==> src/knn_pkg.sv <==
`default_nettype none

package knn_pkg;

    localparam int K_MAX_DEF = 16;
    localparam int D_MAX_DEF = 8;

    localparam int COORD_W = 16;
    localparam int LABEL_W = 8;
    localparam int CNT_W   = 5;
    localparam int NBR_W   = 5;
    localparam int DIMS_W  = 4;
    localparam int CFG_W   = 5;
    localparam int SQ_W    = 32;

    localparam logic CFG_NEIGHBOR_COUNT = 1'b0;
    localparam logic CFG_DIMS_IN_USE    = 1'b1;

    localparam logic [NBR_W-1:0]  NEIGHBOR_RESET = 5'd1;
    localparam logic [DIMS_W-1:0] DIMS_RESET     = 4'd2;

    typedef struct packed {
        logic               valid;
        logic [LABEL_W-1:0] predicted_class;
        logic [CNT_W-1:0]   vote_count;
        logic [CNT_W-1:0]   neighbors_used;
    } t_vote_res;

endpackage

`default_nettype wire

==> src/knn_sorted_list.sv <==
`default_nettype none

module knn_sorted_list #(
    parameter int K_MAX  = knn_pkg::K_MAX_DEF,
    parameter int DIST_W = 35,
    parameter int CW     = 5
) (
    input  wire                             i_clk,
    input  wire                             i_rst_n,
    input  wire                             i_clear,
    input  wire                             i_insert,
    input  wire  [CW-1:0]                   i_k,
    input  wire  [DIST_W-1:0]               i_dist,
    input  wire  [knn_pkg::LABEL_W-1:0]     i_label,
    output logic [knn_pkg::LABEL_W-1:0]     o_labels [K_MAX],
    output logic [CW-1:0]                   o_filled
);

    logic [DIST_W-1:0]           r_dist [K_MAX];
    logic [knn_pkg::LABEL_W-1:0] r_lbl  [K_MAX];
    logic [CW-1:0]               r_filled;
    logic [CW-1:0]               w_n_cut;
    logic [K_MAX-1:0]            w_le;

    assign w_n_cut = (r_filled > i_k) ? i_k : r_filled;

    always_comb begin
        for (int j = 0; j < K_MAX; j++) begin
            w_le[j] = (CW'(j) < w_n_cut) && (r_dist[j] <= i_dist);
        end
    end

    // entries before the insertion point hold, the one at it takes the new
    // point, those after it move down by one
    for (genvar j = 0; j < K_MAX; j++) begin : g_entry
        always_ff @(posedge i_clk) begin
            if (i_insert && !w_le[j]) begin
                if (j == 0) begin
                    r_dist[j] <= i_dist;
                    r_lbl[j]  <= i_label;
                end else if (w_le[(j > 0) ? j - 1 : 0]) begin
                    r_dist[j] <= i_dist;
                    r_lbl[j]  <= i_label;
                end else begin
                    r_dist[j] <= r_dist[(j > 0) ? j - 1 : 0];
                    r_lbl[j]  <= r_lbl[(j > 0) ? j - 1 : 0];
                end
            end
        end
        assign o_labels[j] = r_lbl[j];
    end

    always_ff @(posedge i_clk) begin
        if (!i_rst_n) begin
            r_filled <= '0;
        end else if (i_clear) begin
            r_filled <= '0;
        end else if (i_insert) begin
            r_filled <= (w_n_cut < i_k) ? w_n_cut + CW'(1) : w_n_cut;
        end
    end

    assign o_filled = r_filled;

endmodule

`default_nettype wire

==> config.mk <==
export PLATFORM = sky130hd
export DESIGN_NAME = knn_sorted_list
export DESIGN_NICKNAME = d
export VERILOG_FILES = /design/src/knn_pkg.sv /design/src/knn_sorted_list.sv
export SDC_FILE = /design/constraint.sdc
export NUM_CORES = 2
export LEC_CHECK = 0
export ABC_AREA = 0
export BUFFER_PORTS_ARGS = -buffer_cell sky130_fd_sc_hd__buf_2
export CAP_MARGIN = 20
export CORE_MARGIN = 8
export CORE_UTILIZATION = 60
export CTS_CLUSTER_SIZE = 10
export DETAILED_ROUTE_END_ITERATION = 8
export PLACE_DENSITY = 0.78
export SYNTH_ARGS = -nofsm -noshare
export SYNTH_HDL_FRONTEND = slang
export SYNTH_SLANG_ARGS = --single-unit
==> constraint.sdc <==
create_clock -name i_clk -period 21.3 [get_ports i_clk]
set_clock_uncertainty 0.2 [all_clocks]
set_input_delay 4.26 -clock i_clk [delete_from_list [all_inputs] [get_ports i_clk]]
set_output_delay 4.26 -clock i_clk [all_outputs]
set_load 0.01 [all_outputs]
==> results.json <==
{
  "swShare": 0.320,
  "netlist_instances": 3158,
  "wire_per_inst_um": 31.0,
  "viasPerCell": 6.95,
  "avgSynthCellArea_um2": 13.3,
  "antenna_found_initial": 9,
  "p_clk_frac": 0.295,
  "yosysUniqueCellTypes": 78,
  "ys_seq_area_frac": 0.496,
  "clk_latency_ps": 660,
  "max_slew_margin": -0.0755,
  "irDropWorstVdd_mv": 0.0720,
  "htree_num_levels": 3,
  "drive_gt1_frac": 0.218,
  "crit_start": "i_dist[34]",
  "ys_warn_count": 0,
  "initial_utilization": 0.602,
  "synth_edf_count": 688,
  "syn_nets": 3780,
  "wl_met1_um": 50500,
  "rsz0062_at_grt": "no",
  "final_util": 0.665,
  "reg2reg_from": "o_filled[2]",
  "overflow": 0,
  "synth_seq_cells": 693,
  "hpwl_um": 94400,
  "fin_cells": 4336,
  "arrival_ps": 9860,
  "rows": 97,
  "die_area_um2": 78500,
  "grt_first_pass_wirelength_um": 197000,
  "place.gp.congestion": 1.03,
  "syn_area_um2": 41900,
  "violations": "max-slew violations",
  "synth_ff_type": "edfxtp_1",
  "io_buffers": 184,
  "setup_viol": 0,
  "grt_max_degree": 61,
  "wl_met3_um": 12700,
  "run_status": "complete, but fails checks",
  "die_h_um": 280,
  "worstMarginPinSlew_ps": 1610,
  "fin_setup_tns_ps": 0,
  "worst_hold_slack_ps": 347,
  "maxCapViolations": 0,
  "cts_tree": "done",
  "ctsHoldBuffers": 0,
  "hold_path_startpoint": "o_filled[4]",
  "slew_viol_final": 2,
  "p_leak_nw": 18.6,
  "ant_nets": 0,
  "required_ps": 21470,
  "grt_pass1_vias": 30534,
  "max_freq_mhz": 103,
  "path_cells": "buf_2 > inv_1 > ha_1 > nand3_1 > nor3_1 > nand3_1 > o41ai_1 > o22ai_4 > buf_4 > nand2b_2 > buf_4 > mux2_1",
  "pwr-share-seq": 0.448,
  "slowest_delay_ps": 980,
  "hold_path_class": "flip-flop to flip-flop",
  "period_minus_slack_ps": 9690,
  "placed_cells": 4217,
  "nFillCells": 5031,
  "vias": 30117,
  "comb_power_share": 0.257,
  "first_pass_iters": 6,
  "crit_buf_inv": 4,
  "remaining_drc_errors": 0,
  "crit_family": "buffers and inverters",
  "pre_cts_slack_ps": 11100,
  "die_width_um": 280,
  "post_cts_buffers": 0,
  "path_clk_slew_ps": 60,
  "startpoint_type": "primary input",
  "layout_commonest_cell": "edfxtp_1",
  "nNetsFinal": 3983,
  "cts_sinks": 693,
  "num_io_pins": 185,
  "cts-buffers-inserted": 82,
  "setup_slack_ps": 11610,
  "crit_type": "primary input to flip-flop",
  "track_usage": 0.336,
  "min_period_over_period": 0.455,
  "cpMaxStageDelayCell": "nor3_1",
  "cp-end-kind": "flip-flop",
  "wirelength_um": 135000,
  "dr_wl_met2_um": 62700,
  "crit_fanout": 44,
  "cts-root-buf": "clkbuf_16",
  "drtIter0Drc": 3120,
  "final_cell_mix": "688 x edfxtp_1, 570 x ha_1, 319 x mux2_2",
  "async_flop_share": 0,
  "core_um2": 69500,
  "internal_power_w": 0.00296,
  "p_per_area_nw_per_um2": 94.1,
  "cts_resized": 0,
  "top_layer_used": "met5",
  "p_sw_w": 0.00139,
  "finalHoldViolCount": 0,
  "area_growth_pct": 10.5,
  "cts_buffer_depth": 3
}
## routing by layer
metal  global-route usage  vias to the layer above
li1                     -                    12840
met1                0.416                    15107
met2                0.541                     1754
met3               0.0737                      414
met4                0.197                        2
met5                    0                        -
## layout make-up
class / instances / area, um^2 / area share
diodes: 7 / 17.5 / 0.000379
clock buffers: 97 / 2110 / 0.0456
clock inverters: 15 / 228 / 0.00492
inverters: 77 / 289 / 0.00625
multi-input cells: 2262 / 20300 / 0.439
flip-flops and latches: 693 / 20800 / 0.449
well taps: 940 / 1180 / 0.0254
repair buffers: 245 / 1390 / 0.0301
## path summary, 6_finish.rpt
kind / end / depth (start not counted) / slack (ps)
max reg2reg: r_dist[0][246] / 11 / 15400
max: r_dist[0][98] / 12 / 11610
min: o_filled[4] / 2 / 350
min reg2reg: o_filled[4] / 2 / 350
## synth_stat cells (29+ instances only)
library cell    n  area share
a21o_1         66       0.012
nand2_1       123       0.011
ha_1          570        0.17
inv_1          76      0.0068
nand3_1       134       0.016
nand4_1        83       0.012
nor2_1         69      0.0062
buf_2          39      0.0047
mux2_1        221       0.059
edfxtp_1      688        0.49
a21oi_1       183       0.022
a211oi_1       29      0.0052
mux2_4         40       0.014
mux2_2        319       0.086
o21ai_0       165       0.020
clkbuf_1       62      0.0056
## cells by family after synthesis
| kind of cell | Yosys count | synth area share |
|---|---|---|
| compound gates | 558 | 0.0815 |
| mux | 590 | 0.162 |
| flops | 693 | 0.496 |
| simple gates | 541 | 0.0663 |
| xor+xnor | 3 | 0.000628 |
| fa+ha+maj | 570 | 0.170 |
| buf+inv | 203 | 0.0229 |
## tightest hold or removal path, delay by kind of cell, from the launching register on
kind | cells | cell delay (ps)
flip-flops | 1 | 340
AND/OR/NAND/NOR | 2 | 150
## power by group through the flow
stage,registers (W),logic [W],clock network [W]
2_1_floorplan,0.00192,0.000706,0
3_3_place_gp,0.00196,0.00104,0
3_5_place_dp,0.00197,0.00109,0
4_1_cts,0.00194,0.00110,0.00129
5_1_grt,0.00196,0.00120,0.00134
6_report,0.00195,0.00112,0.00128
## through the flow
stage               cell area, um^2  total power [W]
floorplan                     41900          0.00263
global placement              43900          0.00300
detailed placement            43900          0.00306
CTS                           46200          0.00433
global route                  46200          0.00450
finish                        46300          0.00435
## state kept, by name, summed over array words and instances (netlist names)
signal    cells
r_lbl       128
o_filled      5
r_dist      560
No activity file was read; power rests on OpenSTA's default activity.
