### config.mk
export PLATFORM = sky130hd
export DESIGN_NAME = knn_dist_lane
export DESIGN_NICKNAME = d
export VERILOG_FILES = /design/src/knn_pkg.sv /design/src/knn_dist_lane.sv
export SDC_FILE = /design/constraint.sdc
export NUM_CORES = 1
export LEC_CHECK = 0
export ABC_AREA = 1
export BUFFER_PORTS_ARGS = -buffer_cell sky130_fd_sc_hd__buf_2
export CORE_UTILIZATION = 60
export CTS_CLUSTER_DIAMETER = 100
export DETAILED_ROUTE_END_ITERATION = 8
export HOLD_SLACK_MARGIN = 0.03
export PLACE_DENSITY = 0.84
export SLEW_MARGIN = 20
export SYNTH_ARGS = -nofsm -noshare
export SYNTH_HDL_FRONTEND = slang
export SYNTH_SLANG_ARGS = --single-unit
### constraint.sdc
create_clock -name i_clk -period 11 [get_ports i_clk]
set_input_delay 2.2 -clock i_clk [delete_from_list [all_inputs] [get_ports i_clk]]
set_output_delay 2.2 -clock i_clk [all_outputs]
set_load 0.005 [all_outputs]
### src/knn_pkg.sv
`default_nettype none

package knn_pkg;

    localparam int K_MAX_DEF = 16;
    localparam int D_MAX_DEF = 8;

    localparam int COORD_W = 16;
    localparam int LABEL_W = 8;
    localparam int CNT_W   = 5;
    localparam int NBR_W   = 5;
    localparam int DIMS_W  = 4;
    localparam int CFG_W   = 5;
    localparam int SQ_W    = 32;

    localparam logic CFG_NEIGHBOR_COUNT = 1'b0;
    localparam logic CFG_DIMS_IN_USE    = 1'b1;

    localparam logic [NBR_W-1:0]  NEIGHBOR_RESET = 5'd1;
    localparam logic [DIMS_W-1:0] DIMS_RESET     = 4'd2;

    typedef struct packed {
        logic               valid;
        logic [LABEL_W-1:0] predicted_class;
        logic [CNT_W-1:0]   vote_count;
        logic [CNT_W-1:0]   neighbors_used;
    } t_vote_res;

endpackage

`default_nettype wire

### src/knn_dist_lane.sv
`default_nettype none

module knn_dist_lane (
    input  wire                                    i_clk,
    input  wire                                    i_load,
    input  wire                                    i_enable,
    input  wire  signed [knn_pkg::COORD_W-1:0]     i_coord,
    input  wire  signed [knn_pkg::COORD_W-1:0]     i_query,
    output logic        [knn_pkg::SQ_W-1:0]        o_square
);

    logic signed [knn_pkg::COORD_W:0]     w_diff;
    logic signed [2*knn_pkg::COORD_W+1:0] w_prod;
    logic        [knn_pkg::SQ_W-1:0]      r_square;

    assign w_diff = {i_coord[knn_pkg::COORD_W-1], i_coord}
                  - {i_query[knn_pkg::COORD_W-1], i_query};
    assign w_prod = w_diff * w_diff;

    always_ff @(posedge i_clk) begin
        if (i_load) begin
            r_square <= i_enable ? w_prod[knn_pkg::SQ_W-1:0] : '0;
        end
    end

    assign o_square = r_square;

endmodule

`default_nettype wire

==> metrics.md, run 1 <==
| Metric | Value |
|---|---|
| Fmax | ~110 MHz |
| Status | completed |
| Core ar. | about 19,000 sq um |
| Min cycle time layout | between 9 and 10 ns |
| Synth area leader | fa_1 |
| RSZ-0062 raised after global routing | false |
| WL/cell | approximately 16 microns |
| 1st-iter DRT viols | 618 |
| Synthesis Warnings | 0 |
| Final Core Density | 0.659 |
| Gpl congestion | 1.03 |
| Fill cell count | ~1,600 |
| Post-synthesis cell type count | between 40 and 50 |
| Total grt overflow | 0 |
| Rows | 50 |
| Seq/Total Area, Yosys | 0.0795 |
| Share of cells above drive strength 1 | 0.0809 |
| Final nets | 1,857 |
| Total GRT Usage | 0.298 |
| Syn Inst Count | approximately 1,400 |
| Worst Path Required | roughly 11 ns |
| CTS buffer count | 5 |
| Cts repair resizes | 0 |
| Die Wd | about 140 microns |
| # diodes | 0 |
| DR pass1 iterations | 5 |
| Layout area overhead | 6.29% |
| Cell with the most instances after synthesis | inv_1 |
| Critical Path Source | i_coord[0] |
| Max Slew Vio Count | 0 |
| Final setup viols | 0 |
| Cts hold-fix bufs | 0 |
| Ports | between 60 and 70 |
| Slowest-stage cell, CP | fa_1 |
| Syn_area_per_cell | about 8.3 sq um |
| Worst Path Max Fanout | 11 |
| Post-synth EDFFs | 31 |
| CTS Buffer Depth | 2 |
| Htree depth | 2 |
| Top-area cell type share of the netlist area | 0.444 |
| Clk slew on worst S/H paths | around 0.05 ns |
| Synth area leaders | fa_1 (44%), inv_1 (13%), ha_1 (9.8%) |
| Number of flip-flops in the largest register | 31 |
| DR vias/cell | around 5.3 |
| Root buf cell | clkbuf_16 |
| Worst setup EP type | register |
| Dpl hpwl | between 20,000 and 25,000 microns |
| Mapped cell area | around 12,000 sq um |
| Synth Flop Type | edfxtp_1 |
| Critical Path Sink | o_square[30] |
| Vias in the first global route | ~10,000 |
| # Post-CTS Setup Buffers | 0 |
| # port buffers | 65 |
| Initial Utilization | 0.620 |
| Wire length of the first global-routing pass | 45,900 microns |
| Fin. Hold Viols | 0 |
| CP arrival | around 9.5 ns |
| CP Class | input pin to register |
| # DRC | 0 |
| Worst setup SP type | input pin |
| Hold Path Class | input pin to register |
| Max-cap violations | 0 |
| DRT antenna net count | 0 |
| Yosys reg bits | 31 |
| Initial antenna violation count | 0 |
| Via count | 9,243 |
| Chip Height | between 100 and 150 microns |
| Post-synth ARST share | 0 |
| Largest net degree at the start of global routing | 32 |
| Sink Count | 31 |
| CTS tree | done |
| Routed WL | roughly 27,000 microns |
| Max incr delay on CP | roughly 0.65 ns |
| Sum Neg Setup Slack | 0 ns |
| Period utilisation layout | 0.856 |
| Slew Limit Headroom | 0.431 |
| Syn nets | ~1,800 |
| Synth cell count leaders | inv_1 (402), fa_1 (260), nand2_1 (226), nor2_1 (161), ha_1 (92) |
| Slew @ Worst Pin | 0.854 ns |
| Die area | approximately 20,000 sq um |
==> kinds of logic (layout without fill, tap and decap cells) <==
logic type,after synthesis,count (layout),share of synthesized area
compound gates,127,127,0.0622
buf+inv,437,496,0.145
flops,31,31,0.0795
xor+xnor,15,15,0.0138
other cells,1,1,0.000320
simple gates,449,449,0.157
fa+ha+maj,352,352,0.543
==> critical path, delay by kind of cell <==
| family | cells | cell delay, ns |
|---|---|---|
| buf+inv | 9 | 0.78 |
| fa+ha+maj | 9 | 4.12 |
| simple gates | 15 | 2.33 |
==> placed cells by master (no fill, tap or decap), drive strengths merged, types with 6 or more instances in the layout <==
cell type  netlist  layout
inv            413     413
fa             260     260
nand2          232     232
nor2           166     166
ha              92      92
buf             16      74
a21oi           64      64
o21ai           36      36
edfxtp          31      31
nand3           28      28
xor2            13      13
nor3             7       7
o21bai           7       7
o21a             6       6
a21o             6       6
or2              6       6
==> stage by stage <==
step	setup slack, ns	hold WS (ns)	instance area, sq um	cells
3_5_place_dp	1.42	2.59	12300	1723
2_1_floorplan	2.27	2.31	11700	1412
4_1_cts	1.67	2.45	12500	1731
3_3_place_gp	1.42	2.59	12300	1723
5_1_grt	1.13	2.49	12500	1731
6_report	1.58	2.46	12500	1731
==> final cells by class <==
type | count | area [sq um] | area share
flip-flops and latches | 31 | 931 | 0.0748
clock inverters | 3 | 38.8 | 0.00311
repair buffers | 74 | 393 | 0.0315
multi-input cells | 944 | 9090 | 0.730
inverters | 414 | 1550 | 0.125
clock buffers | 5 | 125 | 0.0100
well taps | 260 | 325 | 0.0261
==> how the worst min path moves through the flow <==
stage / start / cells past startpoint / to
global route: i_enable / 3 / o_square[20]
finish: i_enable / 3 / o_square[22]
floorplan: i_load / 0 / o_square[0]
CTS: i_enable / 3 / o_square[22]
detailed placement: o_square[10] / 1 / o_square[10]
global placement: o_square[27] / 1 / o_square[27]
==> layer usage <==
| layer | routed length, microns | GRT usage | vias to the layer above |
|---|---|---|---|
| li1 | - | - | 4245 |
| met1 | 9690 | 0.341 | 4498 |
| met2 | 14200 | 0.543 | 407 |
| met3 | 1940 | 0.0483 | 93 |
| met4 | 1340 | 0.143 | 0 |
| met5 | 0 | 0 | - |
Power of run 1 is left out: the tool's default activity adds up to more than one toggle a clock period on the data nets, which glitch-free logic cannot reach.
==> inputs of run 2 (changes only) <==
--- a/config.mk
+++ b/config.mk
@@ -7,11 +7,13 @@
 export LEC_CHECK = 0
 export ABC_AREA = 1
 export BUFFER_PORTS_ARGS = -buffer_cell sky130_fd_sc_hd__buf_2
-export CORE_UTILIZATION = 60
+export CORE_UTILIZATION = 38
 export CTS_CLUSTER_DIAMETER = 100
 export DETAILED_ROUTE_END_ITERATION = 8
 export HOLD_SLACK_MARGIN = 0.03
-export PLACE_DENSITY = 0.84
+export MAX_ROUTING_LAYER = met4
+export PLACE_DENSITY = 0.59
+export SETUP_SLACK_MARGIN = 0.15
 export SLEW_MARGIN = 20
 export SYNTH_ARGS = -nofsm -noshare
 export SYNTH_HDL_FRONTEND = slang
==> run 2 against run 1 <==
First-iteration DRC count fell by 39%. Hold slack improved by 0.017 ns. Global-route usage fell by 9.8 points. Critical path depth rose by 2. Final cell count rose by 7.6%. Count of clock-buffer cells in the layout rose by 2. Routed wire length rose by 2.7%. Sequential share of layout area fell by 0.085 points. Maximum frequency fell by 0.81%. Via count fell by 3.5%. Die area rose by 57%. Core utilization fell by 24 points.
==> metrics.md, run 2 (synthesis results as in run 1) <==
| Metric | Value |
|---|---|
| Total GRT Usage | 0.200 (-0.0980) |
| DR vias/cell | 4.79 (-10%) |
| Max incr delay on CP | 0.61 ns (-0.04 ns) |
| Rows | 63 (+26%) |
| Fin. Hold Viols | 0 (unchanged) |
| Htree depth | 2 (unchanged) |
| Wire length of the first global-routing pass | 47,500 microns (+3.6%) |
| Number of flip-flops in the largest register | 31 (unchanged) |
| Layout area overhead | 7.52% |
| # port buffers | 65 (unchanged) |
| Slew @ Worst Pin | 0.842 ns (-0.0116 ns) |
| Worst Path Max Fanout | 21 (+10) |
| Sum Neg Setup Slack | 0 ns (unchanged) |
| Vias in the first global route | 9,755 (-2.0%) |
| Core ar. | 30,000 sq um (+59%) |
| CTS Buffer Depth | 2 (unchanged) |
| RSZ-0062 raised after global routing | false |
| WL/cell | 15.0 microns (-4.5%) |
| Dpl hpwl | 24,000 microns (+2.7%) |
| Clk slew on worst S/H paths | 0.05 ns (about the same) |
| CP Class | input pin to register |
| Max Slew Vio Count | 0 (unchanged) |
| Root buf cell | clkbuf_16 |
| Ports | 67 (unchanged) |
| Initial Utilization | 0.391 (-0.229) |
| Min cycle time layout | 9.50 ns (+0.0772 ns) |
| Placed inst area | 12,500 sq um (+1.4%) |
| Most common cell after layout, fill and taps aside | inv_1 |
| Final setup viols | 0 (unchanged) |
| # Post-CTS Setup Buffers | 0 (unchanged) |
| Most Frequent Cell on Critical Path | nand2_1 |
| Slowest-stage cell, CP | fa_1 |
| CTS buffer count | 5 (unchanged) |
| # diodes | 0 (unchanged) |
| DRT antenna net count | 0 (unchanged) |
| Largest net degree at the start of global routing | 32 (unchanged) |
| Gpl congestion | 0.944 (-7.9%) |
| Slew Limit Headroom | 0.439 (+0.00772) |
| DR pass1 iterations | 5 (unchanged) |
| Die area | 31,500 sq um (+57%) |
| Hold Path Class | input pin to register |
| Finished Cell Area | 12,600 sq um (+1.2%) |
| Cts hold-fix bufs | 0 (unchanged) |
| Sink Count | 31 (unchanged) |
| Highest-count cells in the layout ignoring fill and taps | inv_1 (402), fa_1 (260), nand2_1 (226) |
| CTS tree | done |
| Via count | 8,921 (-3.5%) |
| Status | completed |
| Cts repair resizes | 0 (unchanged) |
| Die Wd | 178 microns (+25%) |
| Worst setup EP type | register |
| Fmax | 105 MHz (-0.81%) |
| # DRC | 0 (unchanged) |
| Share of cells above drive strength 1 | 0.0808 (about the same) |
| Worst Path Required | 11.04 ns (about the same) |
| Final nets | 1,858 (+0.054%) |
| Routed WL | 27,900 microns (+2.7%) |
| Total grt overflow | 0 (unchanged) |
| 1st-iter DRT viols | 378 (-39%) |
| Chip Height | 178 microns (+25%) |
| Initial antenna violation count | 0 (unchanged) |
| Max-cap violations | 0 (unchanged) |
| CP arrival | 9.54 ns (+0.09 ns) |
| Period utilisation layout | 0.863 (+0.00702) |
| Worst setup SP type | input pin |
==> run 2: final timing paths <==
check,startpoint,endpoint,cells after the start
worst min-delay path,i_enable,o_square[4],3
worst max-delay path,i_coord[0],o_square[27],35
==> run 2: cell type report <==
type                            count  area, sq um
Tap cell                          390          488
Fill cell                        3121        17400
Timing Repair Buffer               75          400
Clock inverter                      1         5.00
Multi-Input combinational cell    944         9090
Clock buffer                        7          133
Inverter                          414         1550
Sequential cell                    31          931
==> run 2: worst max-delay path, delay by kind of cell <==
kind	cells	cell delay, ns
buffers and inverters	8	0.75
and+or+nand+nor	18	2.51
adders and majority gates	9	4.06
==> run 2: metrics by stage <==
step | setup WS [ns] | util | hold slack, ns | std cells
finish | 1.50 | 0.421 | 2.48 | 1862
global route | 0.840 | 0.421 | 2.50 | 1862
CTS | 1.55 | 0.421 | 2.48 | 1862
detailed placement | 1.28 | 0.416 | 2.59 | 1854
global placement | 1.39 | 0.416 | 2.59 | 1854
floorplan | 2.27 | - | 2.31 | 1412
==> run 2: per-layer routing <==
layer,vias to the layer above,global-route usage,part of all wire
met5,-,-,0
met4,0,0.0477,0.021
met3,48,0.0259,0.046
met2,214,0.360,0.52
met1,4413,0.236,0.42
li1,4246,-,-
Power of run 2 is left out for the same reason.
