[src/knn_pkg.sv]
`default_nettype none

package knn_pkg;

    localparam int K_MAX_DEF = 16;
    localparam int D_MAX_DEF = 8;

    localparam int COORD_W = 16;
    localparam int LABEL_W = 8;
    localparam int CNT_W   = 5;
    localparam int NBR_W   = 5;
    localparam int DIMS_W  = 4;
    localparam int CFG_W   = 5;
    localparam int SQ_W    = 32;

    localparam logic CFG_NEIGHBOR_COUNT = 1'b0;
    localparam logic CFG_DIMS_IN_USE    = 1'b1;

    localparam logic [NBR_W-1:0]  NEIGHBOR_RESET = 5'd1;
    localparam logic [DIMS_W-1:0] DIMS_RESET     = 4'd2;

    typedef struct packed {
        logic               valid;
        logic [LABEL_W-1:0] predicted_class;
        logic [CNT_W-1:0]   vote_count;
        logic [CNT_W-1:0]   neighbors_used;
    } t_vote_res;

endpackage

`default_nettype wire

[src/knn_vote.sv]
`default_nettype none

module knn_vote #(
    parameter int K_MAX = knn_pkg::K_MAX_DEF,
    parameter int CW    = 5
) (
    input  wire                          i_clk,
    input  wire                          i_rst_n,
    input  wire                          i_start,
    input  wire  [knn_pkg::LABEL_W-1:0]  i_labels [K_MAX],
    input  wire  [CW-1:0]                i_n,
    output knn_pkg::t_vote_res           o_res
);

    localparam int KW = (K_MAX > 1) ? $clog2(K_MAX) : 1;

    logic                        r_active;
    logic [CW-1:0]               r_idx;
    logic [knn_pkg::LABEL_W-1:0] r_best_lbl;
    logic [CW-1:0]               r_best_cnt;
    knn_pkg::t_vote_res          r_res;

    logic [knn_pkg::LABEL_W-1:0] w_cand;
    logic [K_MAX-1:0]            w_match;
    logic                        w_seen;
    logic [CW-1:0]               w_count;
    logic                        w_take;
    logic [knn_pkg::LABEL_W-1:0] w_lbl;
    logic [CW-1:0]               w_cnt;

    assign w_cand = i_labels[r_idx[KW-1:0]];

    always_comb begin
        w_seen  = 1'b0;
        w_count = '0;
        for (int j = 0; j < K_MAX; j++) begin
            w_match[j] = (CW'(j) < i_n) && (i_labels[j] == w_cand);
            if (w_match[j] && (CW'(j) < r_idx)) begin
                w_seen = 1'b1;
            end
            w_count = w_count + CW'(w_match[j]);
        end
    end

    // first label to reach a count wins a tie
    assign w_take = !w_seen && (w_count > r_best_cnt);
    assign w_lbl  = w_take ? w_cand  : r_best_lbl;
    assign w_cnt  = w_take ? w_count : r_best_cnt;

    always_ff @(posedge i_clk) begin
        if (!i_rst_n) begin
            r_active    <= 1'b0;
            r_res.valid <= 1'b0;
        end else begin
            r_res.valid <= 1'b0;
            if (i_start) begin
                r_active   <= 1'b1;
                r_idx      <= '0;
                r_best_cnt <= '0;
            end else if (r_active) begin
                r_best_lbl <= w_lbl;
                r_best_cnt <= w_cnt;
                if ((r_idx + CW'(1)) == i_n) begin
                    r_active              <= 1'b0;
                    r_res.valid           <= 1'b1;
                    r_res.predicted_class <= w_lbl;
                    r_res.vote_count      <= knn_pkg::CNT_W'(w_cnt);
                    r_res.neighbors_used  <= knn_pkg::CNT_W'(i_n);
                end else begin
                    r_idx <= r_idx + CW'(1);
                end
            end
        end
    end

    assign o_res = r_res;

endmodule

`default_nettype wire

[config.mk]
export PLATFORM = sky130hd
export DESIGN_NAME = knn_vote
export DESIGN_NICKNAME = d
export VERILOG_FILES = /design/src/knn_pkg.sv /design/src/knn_vote.sv
export SDC_FILE = /design/constraint.sdc
export NUM_CORES = 1
export LEC_CHECK = 0
export BUFFER_PORTS_ARGS = -buffer_cell sky130_fd_sc_hd__buf_2
export CORE_MARGIN = 1
export CORE_UTILIZATION = 55
export DETAILED_ROUTE_END_ITERATION = 6
export PLACE_DENSITY = 0.83
export SYNTH_ARGS = -nofsm -noshare
export SYNTH_HDL_FRONTEND = slang
export SYNTH_SLANG_ARGS = --single-unit
[constraint.sdc]
create_clock -name i_clk -period 15.4 [get_ports i_clk]
set_input_delay 0.77 -clock i_clk [delete_from_list [all_inputs] [get_ports i_clk]]
set_output_delay 0.77 -clock i_clk [all_outputs]
set_load 0.02 [all_outputs]
==> metrics.csv, run 1 <==
stage,metric,value,unit
sta,max_clock_freq,99.1,MHz
yosys,ys_ff_latch,38,
power,pwr-share-clk,15.7,%
yosys,synth_area_leader_cell,edfxtp_1,
yosys,async_reset_ff_share,0,%
global_route,grt_overflow,0,
clocking,cts_setup_buffers,0,
sta,fin_skew,7.26,ps
cells_and_area,seqCellArea,1120,um^2
worst_setup_path,arrival,10130,ps
yosys,synth_compound_area_share,17.4,%
cells_and_area,drive_gt1_share,27.2,%
clocking,cts_root_buffer,clkbuf_8,
floorplanning,io_pins,155,
global_route,grt_pass1_vias,5709,
sta,worst_pin_slew,1130,ps
global_route,grt_pass1_wl,30400,um
cells_and_area,diodes,0,
yosys,synth.top_cells.by_area,"edfxtp_1 (19%), xnor2_1 (10%), mux2i_1 (9.4%)",
yosys,netlist_area,5720,um^2
power,seq_power_share,28.6,%
cells_and_area,multiInputGateArea,4220,um^2
job,cap_violations,0,
route,wirelength,19600,um
route,drtIter0Drc,558,
route,firstDrtPassIters,6,
global_route,antenna_found_initial,0,
yosys,synthAdderAreaFrac,5.91,%
power,leakagePower,0.00277,uW
route,routedWlPerCell,21.9,um
sta,fin_crit_sh,65.5,%
clocking,cts-htree-levels,2,
worst_setup_path,end_kind,flop,
clocking,clk_pin_slew,80,ps
cells_and_area,mostFrequentLayoutCells,"buf_2 (154), xnor2_1 (66), xor2_1 (55)",
yosys,synth_mux_area_share,15.2,%
floorplanning,rows,36,
clocking,cts_buffer_depth,2,
sta,grt_setup_unrepaired,false,
yosys,synth_top_family_by_area,XOR/XNOR gates,
sta,setup_viol,0,
power,ir_drop,0.0424,mV
route,viasPerCell,6.45,
cells_and_area,nNetsFinal,917,
yosys,ys_types,76,
worst_setup_path,reg2reg_slack,5310,ps
yosys,synth-edff-count,36,
yosys,yosys.area_share.simple,16.7,%
power,power.share.combinational,55.7,%
power,p_sw,176,uW
floorplanning,start_util,57.7,%
worst_setup_path,max_stage_delay,1010,ps
clocking,cts_buffers,5,
clocking,clkLatencyLatePin,290,ps
clocking,cts_tree,yes,
place,gp_congestion,1.05,
floorplanning,core_area,9910,um^2
sta,min_period,10090,ps
clocking,holdBufCountCts,0,
route,postRouteAntennaNets,0,
global_route,grt_start_max_net_pins,74,
power,sw_frac_of_total,42.2,%
worst_setup_path,cpMostUsedCell,fa_1,
worst_setup_path,slowest_stage,nor4_4,
floorplanning,dieArea,10800,um^2
yosys,synth_xor_area_share,18.5,%
floorplanning,die_w,104,um
min_path,hold_path.class,reg2reg,
yosys,syn_avg_cell_area,9.05,um^2
place,port_buffers,154,
worst_setup_path,cp-start-kind,flop,
cells_and_area,final_common_cell,buf_2,
sta,relSlewSlack,24.0,%
yosys,seq_area_frac_synth,19.6,%
yosys,synth_flop_cell,edfxtp_1,
route,route.detailed.drc,0,
global_route,grt_usage,36.0,%
yosys,syn_inst,632,
place,place_hpwl,15600,um
yosys,syn_nets,789,
cells_and_area,fin_cells,894,
yosys,synthDominantCellAreaShare,18.9,%
route,vias,5769,
yosys,ys_warn_count,0,
sta,finalMaxSlewViolations,0,
clocking,cts_resized,0,
sta,finalHoldViolations,0,
place,place_inst,885,
cells_and_area,fillers,857,
cells_and_area,areaGrowthSynthToFinish,14.1,%
clocking,cts_sinks,38,
status,status,completed,
power,intPower,241,uW
worst_setup_path,critPathMaxFanout,73,
power,p_per_area,63.9,nW/um^2
worst_setup_path,worst_ep_required_time,15430,ps
worst_setup_path,crit_type,reg2reg,
floorplanning,die_h,104,um
sta,tns,0,ps
-- sequential cells by signal, summed over array words and instances (netlist names) --
register    count
o_res          19
r_idx           5
r_best_lbl      8
r_best_cnt      5
r_active        1
-- power by group through the flow --
| stage | sequential (uW) | clock [uW] | combinational (uW) |
|---|---|---|---|
| after CTS | 119 | 65.5 | 226 |
| after global placement | 121 | 0 | 220 |
| after floorplan | 120 | 0 | 161 |
| after detailed placement | 121 | 0 | 224 |
| after global routing | 119 | 70.3 | 247 |
| final | 119 | 65.5 | 232 |
-- worst max-delay path, delay by kind of cell (launching register included) --
kind	cells	cell delay, ps
compound gates	8	1540
xor+xnor	1	220
fa+ha+maj	7	3030
buf+inv	3	940
flops	1	340
mux	2	700
simple gates	7	2990
-- per-stage QoR --
step           instance area (um^2)  total power [uW]  hold slack, ps  setup slack, ps  utilization [%]
2_1_floorplan                  5720               281             455             7560                -
3_3_place_gp                   6430               342             475             5820             64.9
3_5_place_dp                   6430               346             480             5450             64.9
4_1_cts                        6520               410             516             5400             65.8
5_1_grt                        6530               436             541             4840             65.8
6_report                       6530               417             513             5310             65.8
-- worst paths after layout --
check	startpoint	endpoint	depth (start not counted)
setup / recovery	r_idx[1]	r_best_lbl[1]	28
hold / removal	r_active	o_res[18]	2
setup reg to reg	r_idx[1]	r_best_lbl[1]	28
hold reg to reg	r_active	o_res[18]	2
-- synth_stat cells, types with 3 or more instances --
cell,instances
xnor2_1,66
xor2_1,55
mux2i_1,54
edfxtp_1,36
nand2_1,30
inv_1,27
nand3_1,22
nor2_1,21
a21oi_1,19
clkbuf_1,19
mux2_2,17
a22o_1,15
a22oi_1,15
nor4_1,15
o21ai_0,13
nor3_1,12
ha_1,11
fa_1,10
nand4_1,9
a21o_1,8
buf_2,7
mux2_1,7
nor2b_1,7
o21a_1,7
or3_1,7
or4_1,7
and2_1,6
buf_6,6
o211a_1,6
o22ai_1,6
a31oi_1,5
and3_1,5
buf_4,5
nand2b_1,5
o2111ai_1,5
a2111oi_0,4
a211oi_1,4
o211ai_1,4
a21boi_0,3
buf_12,3
nor2_4,3
o21ai_1,3
o31ai_1,3
-- metal layers --
layer,track usage [%],wire [um],up-vias
met5,0,0,-
met4,14.8,884,0
met3,8.15,2160,72
met2,62.4,9140,431
met1,42.7,7380,2669
li1,-,-,2597
-- cell families (layout without fill, tap and decap cells) --
kind of cell | after synthesis | count (layout)
AOI/OAI and AO/OA | 135 | 135
xor gates and xnor gates | 121 | 121
adders and majority gates | 21 | 21
buffers and inverters | 69 | 198
DFF | 38 | 38
muxes | 81 | 81
and+or+nand+nor | 167 | 167
-- layout make-up --
cell class,instances,area share (%)
clock buffer,5,1.05
clock inverter,3,0.249
inverter,28,1.61
multi-input combinational,525,64.7
sequential,38,17.2
tap,133,2.55
timing repair buffer,162,12.7
(Power assumes the default switching activity.)
==> run 2, diff against run 1 <==
clock period = 9.57 ns   (was 15.4 ns; I/O delays follow)
==> run 2 against run 1 <==
  * Count of clock-buffer cells in the layout increased by 1
  * Power increased by 65%
  * Utilization up 0.40 points
  * First-iteration DRC count shrank 8.8%
  * Worst hold slack got worse by 18 ps
  * Critical path depth decreased by 1
  * Sequential share of layout area down 0.10 points
  * Largest cell class unchanged
  * Register-to-register slack got worse by 4700 ps
  * Setup slack worse by 4700 ps
  * Clock power grew 77%
  * Via count grew 0.55%
==> metrics.csv, run 2 (synthesis gave the netlist of run 1 again) <==
stage,metric,value,unit,change
status,status,completed,,unchanged
floorplanning,die_w,104,um,unchanged
clocking,clk_pin_slew,70,ps,was 80 ps
global_route,grt_pass1_vias,5727,,was 5709
sta,worst_pin_slew,1160,ps,was 1130 ps
clocking,cts_buffers,5,,unchanged
power,p_total,688,uW,was 417 uW
route,postRouteAntennaNets,0,,unchanged
floorplanning,die_h,104,um,unchanged
floorplanning,core_area,9910,um^2,unchanged
worst_setup_path,crit_type,reg2reg,,unchanged
cells_and_area,mostFrequentLayoutCells,"buf_2 (154), xnor2_1 (66), xor2_1 (55)",,unchanged
clocking,clkLatencyLatePin,290,ps,about the same
clocking,cts_root_buffer,clkbuf_8,,unchanged
clocking,cts_resized,0,,unchanged
clocking,cts_buffer_depth,2,,unchanged
job,cap_violations,0,,unchanged
worst_setup_path,regToRegEndpoint,r_best_lbl[5],,was r_best_lbl[1]
worst_setup_path,path_delay_family,adder cells,,unchanged
worst_setup_path,slowest_stage,and2_1,,was nor4_4
clocking,cts-htree-levels,2,,unchanged
floorplanning,rows,36,,unchanged
cells_and_area,nNetsFinal,919,,was 917
sta,relSlewSlack,20.7,%,was 24.0%
clocking,cts_tree,yes,,unchanged
cells_and_area,largest_reg_flops,19,,unchanged
global_route,antenna_found_initial,0,,unchanged
route,routedWlPerCell,22.8,um,was 21.9 um
route,drtIter0Drc,509,,was 558
worst_setup_path,worst_ep_required_time,9610,ps,was 15430 ps
worst_setup_path,endpoint,r_best_lbl[5],,was r_best_lbl[1]
floorplanning,dieArea,10800,um^2,unchanged
place,place_inst,888,,was 885
worst_setup_path,startpoint,r_idx[3],,was r_idx[1]
cells_and_area,fin_cells,896,,was 894
power,leakagePower,0.00279,uW,was 0.00277 uW
min_path,hold_path.class,in2reg,,was reg2reg
global_route,grt_pass1_wl,31100,um,was 30400 um
cells_and_area,final_common_cell,buf_2,,unchanged
clocking,cts_sinks,38,,unchanged
sta,min_period,8990,ps,was 10090 ps
worst_setup_path,cp-start-kind,flop,,unchanged
sta,tns,0,ps,unchanged
worst_setup_path,critPathMaxFanout,14,,was 73
worst_setup_path,critical_path_buf_inv_count,2,,was 3
worst_setup_path,arrival,9020,ps,was 10130 ps
sta,finalMaxSlewViolations,0,,unchanged
worst_setup_path,cp.depth,27,,was 28
worst_setup_path,max_stage_delay,670,ps,was 1010 ps
worst_setup_path,end_kind,flop,,unchanged
power,p_per_area,105,nW/um^2,was 63.9 nW/um^2
place,gp_congestion,1.05,,about the same
sta,fin_crit_sh,93.9,%,was 65.5%
route,viasPerCell,6.47,,was 6.45
route,wirelength,20500,um,was 19600 um
route,firstDrtPassIters,5,,was 6
worst_setup_path,reg2reg_slack,580,ps,was 5310 ps
route,vias,5801,,was 5769
cells_and_area,areaGrowthSynthToFinish,14.8,%,was 14.1%
global_route,grt_usage,37.6,%,was 36.0%
worst_setup_path,rr_worst_depth,27,,was 28
sta,finalHoldViolations,0,,unchanged
clocking,holdBufCountCts,0,,unchanged
worst_setup_path,cpMostUsedCell,fa_1,,unchanged
sta,fin_skew,4.75,ps,was 7.26 ps
clocking,cts_setup_buffers,0,,unchanged
place,port_buffers,154,,unchanged
floorplanning,start_util,57.7,%,unchanged
floorplanning,io_pins,155,,unchanged
cells_and_area,drive_gt1_share,27.5,%,was 27.2%
sta,grt_setup_unrepaired,false,,unchanged
global_route,grt_overflow,0,,unchanged
sta,max_clock_freq,111,MHz,was 99.1 MHz
power,ir_drop,0.0641,mV,was 0.0424 mV
route,route.detailed.drc,0,,unchanged
sta,fin_hold_ws,495,ps,was 513 ps
place,place_hpwl,16500,um,was 15600 um
global_route,grt_start_max_net_pins,73,,was 74
sta,setup_viol,0,,unchanged
cells_and_area,diodes,0,,unchanged
worst_setup_path,worstReg2RegStart,r_idx[3],,was r_idx[1]
## run 2: cell types whose count changed in the layout (fill, tap and decap cells not counted)
cell | previous run | this run
clkinv_1 | 2 | 1
clkbuf_2 | 1 | 0
buf_4 | 7 | 9
clkbuf_8 | 5 | 6
buf_12 | 0 | 1
## run 2: worst register-to-register path, cell delays in order (launching register included)
cell and delay (ps):
edfxtp_1 650, and2_1 670, a22o_1 460, o21ai_1 200, and2_1 460, xor2_1 250
or4_1 570, or3_1 360, fa_1 470, fa_1 540, fa_1 440, fa_1 510
inv_1 40, ha_1 200, fa_1 500, ha_1 310, nor2b_1 130, o21a_1 110
o21ai_0 70, nand2b_1 80, a21oi_1 60, a31oi_1 160, o31ai_1 100, nor3b_1 190
o211ai_1 200, nor4_4 310, buf_4 290, mux2_1 390
## run 2: layout make-up
cell class	count	area (um^2)
Fill cell	896	3340
Tap cell	133	166
Clock inverter	2	12.5
Inverter	28	105
Sequential cell	38	1120
Multi-Input combinational cell	525	4220
Clock buffer	6	82.6
Timing Repair Buffer	164	858
## run 2: layer usage
layer	up-vias	GRT usage [%]	share of wire, %
met1	2740	48.0	39
met3	48	9.52	11
met4	0	13.8	3.3
met2	411	61.3	46
met5	-	0	0
li1	2602	-	-
## run 2: worst min path at each step
stage               startpoint         to  slack, ps  cells after the start
finish                 i_rst_n  o_res[18]        500                      3
global placement      r_active  o_res[18]        480                      2
CTS                    i_rst_n  o_res[18]        480                      3
detailed placement    r_active  o_res[18]        500                      2
floorplan             r_active  o_res[18]        450                      2
global route           i_rst_n  o_res[18]        510                      3
## run 2: report_power, final
group	internal (uW)	switching, uW	total [uW]	leakage (uW)
registers	188	4.76	192	0.000349
logic	151	229	380	0.00239
clock network	57.9	58.1	116	0.0000472
total	397	291	688	0.00279
## run 2: per-stage QoR
step                      worst slack, ps  utilization (%)  area [um^2]
after global placement                881             65.3         6470
after CTS                             646             66.3         6570
after detailed placement              649             65.3         6470
final                                 584             66.3         6570
after global routing                 66.5             66.3         6570
after floorplan                      1750                -         5720
==> run 3, diff against run 2 <==
CAP_MARGIN = 0   (was default)
CORE_ASPECT_RATIO = 2   (was default)
CTS_CLUSTER_DIAMETER = 200   (was default)
==> run 3 against run 2 <==
  * Sequential power about the same
  * Die area increased by 0.23%
  * Highest routed layer unchanged
  * Combinational power increased by 4%
==> metrics.csv, run 3 (synthesis gave the netlist of run 1 again) <==
stage,metric,value,unit,change
worst_setup_path,arrival,9180,ps,was 9020 ps
clocking,holdBufCountCts,0,,unchanged
clocking,clk_pin_slew,60,ps,was 70 ps
status,status,completed,,unchanged
sta,min_period,9160,ps,was 8990 ps
clocking,clkLatencyLatePin,290,ps,about the same
cells_and_area,drive_gt1_share,29.3,%,was 27.5%
worst_setup_path,max_stage_delay,820,ps,was 670 ps
clocking,cts_sinks,38,,unchanged
sta,setup_slack,411,ps,was 584 ps
worst_setup_path,cp-start-kind,flop,,unchanged
sta,max_clock_freq,109,MHz,was 111 MHz
route,route.detailed.drc,0,,unchanged
clocking,cts_tree,yes,,unchanged
worst_setup_path,end_kind,flop,,unchanged
route,vias,6006,,was 5801
floorplanning,rows,52,,was 36
power,leakagePower,0.00293,uW,was 0.00279 uW
route,routedWlPerCell,25.2,um,was 22.8 um
cells_and_area,final_common_cell,buf_2,,unchanged
global_route,grt_usage,43.7,%,was 37.6%
worst_setup_path,cpMostUsedCell,fa_1,,unchanged
route,firstDrtPassIters,6,,was 5
sta,finalHoldViolations,0,,unchanged
cells_and_area,mostFrequentLayoutCells,"buf_2 (154), xnor2_1 (66), xor2_1 (55)",,unchanged
floorplanning,dieArea,10800,um^2,about the same
clocking,cts_resized,0,,unchanged
clocking,cts_setup_buffers,0,,unchanged
route,wirelength,23100,um,was 20500 um
floorplanning,die_w,74.1,um,was 104 um
worst_setup_path,critPathMaxFanout,23,,was 14
cells_and_area,nNetsFinal,937,,was 919
worst_setup_path,crit_type,reg2reg,,unchanged
sta,fin_crit_sh,95.7,%,was 93.9%
power,p_total,805,uW,was 688 uW
sta,relSlewSlack,38.8,%,was 20.7%
cells_and_area,seqCellArea,1120,um^2,unchanged
sta,worst_pin_slew,918,ps,was 1160 ps
global_route,grt_overflow,0,,unchanged
global_route,antenna_found_initial,0,,unchanged
sta,setup_viol,0,,unchanged
floorplanning,io_pins,155,,unchanged
cells_and_area,largest_reg_flops,19,,unchanged
global_route,grt_start_max_net_pins,50,,was 73
cells_and_area,areaGrowthSynthToFinish,19.1,%,was 14.8%
worst_setup_path,slowest_stage,edfxtp_1,,was and2_1
sta,finalMaxSlewViolations,0,,unchanged
clocking,cts_buffers,5,,unchanged
worst_setup_path,worst_ep_required_time,9590,ps,was 9610 ps
cells_and_area,stdcell_area,6820,um^2,was 6570 um^2
route,drtIter0Drc,468,,was 509
place,place_area,6620,um^2,was 6470 um^2
cells_and_area,multiInputGateArea,4220,um^2,about the same
place,port_buffers,154,,unchanged
clocking,cts_buffer_depth,2,,unchanged
route,viasPerCell,6.56,,was 6.47
power,p_per_area,118,nW/um^2,was 105 nW/um^2
route,postRouteAntennaNets,0,,unchanged
clocking,cts-htree-levels,2,,unchanged
cells_and_area,fin_cells,916,,was 896
power,ir_drop,0.114,mV,was 0.0641 mV
floorplanning,die_h,146,um,was 104 um
global_route,grt_pass1_vias,6145,,was 5727
sta,tns,0,ps,unchanged
place,place_inst,908,,was 888
sta,grt_setup_unrepaired,false,,unchanged
place,place_ws,362,ps,was 649 ps
cells_and_area,fillers,839,,was 896
job,cap_violations,0,,unchanged
place,gp_congestion,1.02,,was 1.05
floorplanning,core_area,10100,um^2,was 9910 um^2
global_route,grt_pass1_wl,34000,um,was 31100 um
cells_and_area,diodes,0,,unchanged
floorplanning,start_util,56.7,%,was 57.7%
clocking,cts_root_buffer,clkbuf_16,,was clkbuf_8
place,place_hpwl,19300,um,was 16500 um
sta,fin_skew,7.18,ps,was 4.75 ps
min_path,hold_path.class,in2reg,,unchanged
worst_setup_path,reg2reg_slack,410,ps,was 580 ps
-- run 3: cell count changes in the layout (fill, tap and decap cells not counted), sizes merged --
cell,delta
clkbuf,-1
clkinvlp,-1
bufinv,+2
buf,+18
-- run 3: metal layers --
metal	part of all wire, %	global-route usage [%]	up-vias
met5	0	0	-
met2	52	75.2	367
met4	12	43.2	0
met3	6.2	8.28	138
met1	30	39.9	2866
li1	-	-	2635
-- run 3: area by class of cell --
type / instances / area share [%]
Multi-Input combinational cell: 525 / 61.9
Sequential cell: 38 / 16.4
Timing Repair Buffer: 182 / 14.8
Tap cell: 135 / 2.48
Clock buffer: 5 / 1.84
Inverter: 28 / 1.54
Clock inverter: 3 / 1.01
-- run 3: power by group --
| part | total, uW | internal [uW] | switching (uW) |
|---|---|---|---|
| clock | 216 | 150 | 66.5 |
| sequential | 194 | 188 | 5.74 |
| combinational | 395 | 158 | 237 |
-- run 3: path summary, 6_finish.rpt --
check / startpoint / cells past startpoint / endpoint
max: r_idx[1] / 29 / o_res[10]
min: i_n[0] / 1 / o_res[0]
max reg2reg: r_idx[1] / 29 / o_res[10]
min reg2reg: r_active / 2 / o_res[18]
-- run 3: worst max-delay path: cells and delay by family (launching register included) --
kind / cells / cell delay (ps)
XOR/XNOR: 1 / 220
AO/OA/AOI/OAI: 8 / 1230
AND/OR/NAND/NOR: 7 / 1950
adder cells (fa/ha/maj): 7 / 2960
multiplexers: 2 / 1010
buffers and inverters: 4 / 700
flip-flops: 1 / 820
-- run 3: stage by stage --
stage	hold WS, ps	utilization [%]
after floorplan	455	-
after global placement	473	65.6
after detailed placement	528	65.6
after CTS	487	67.6
after global routing	501	67.6
final	500	67.6
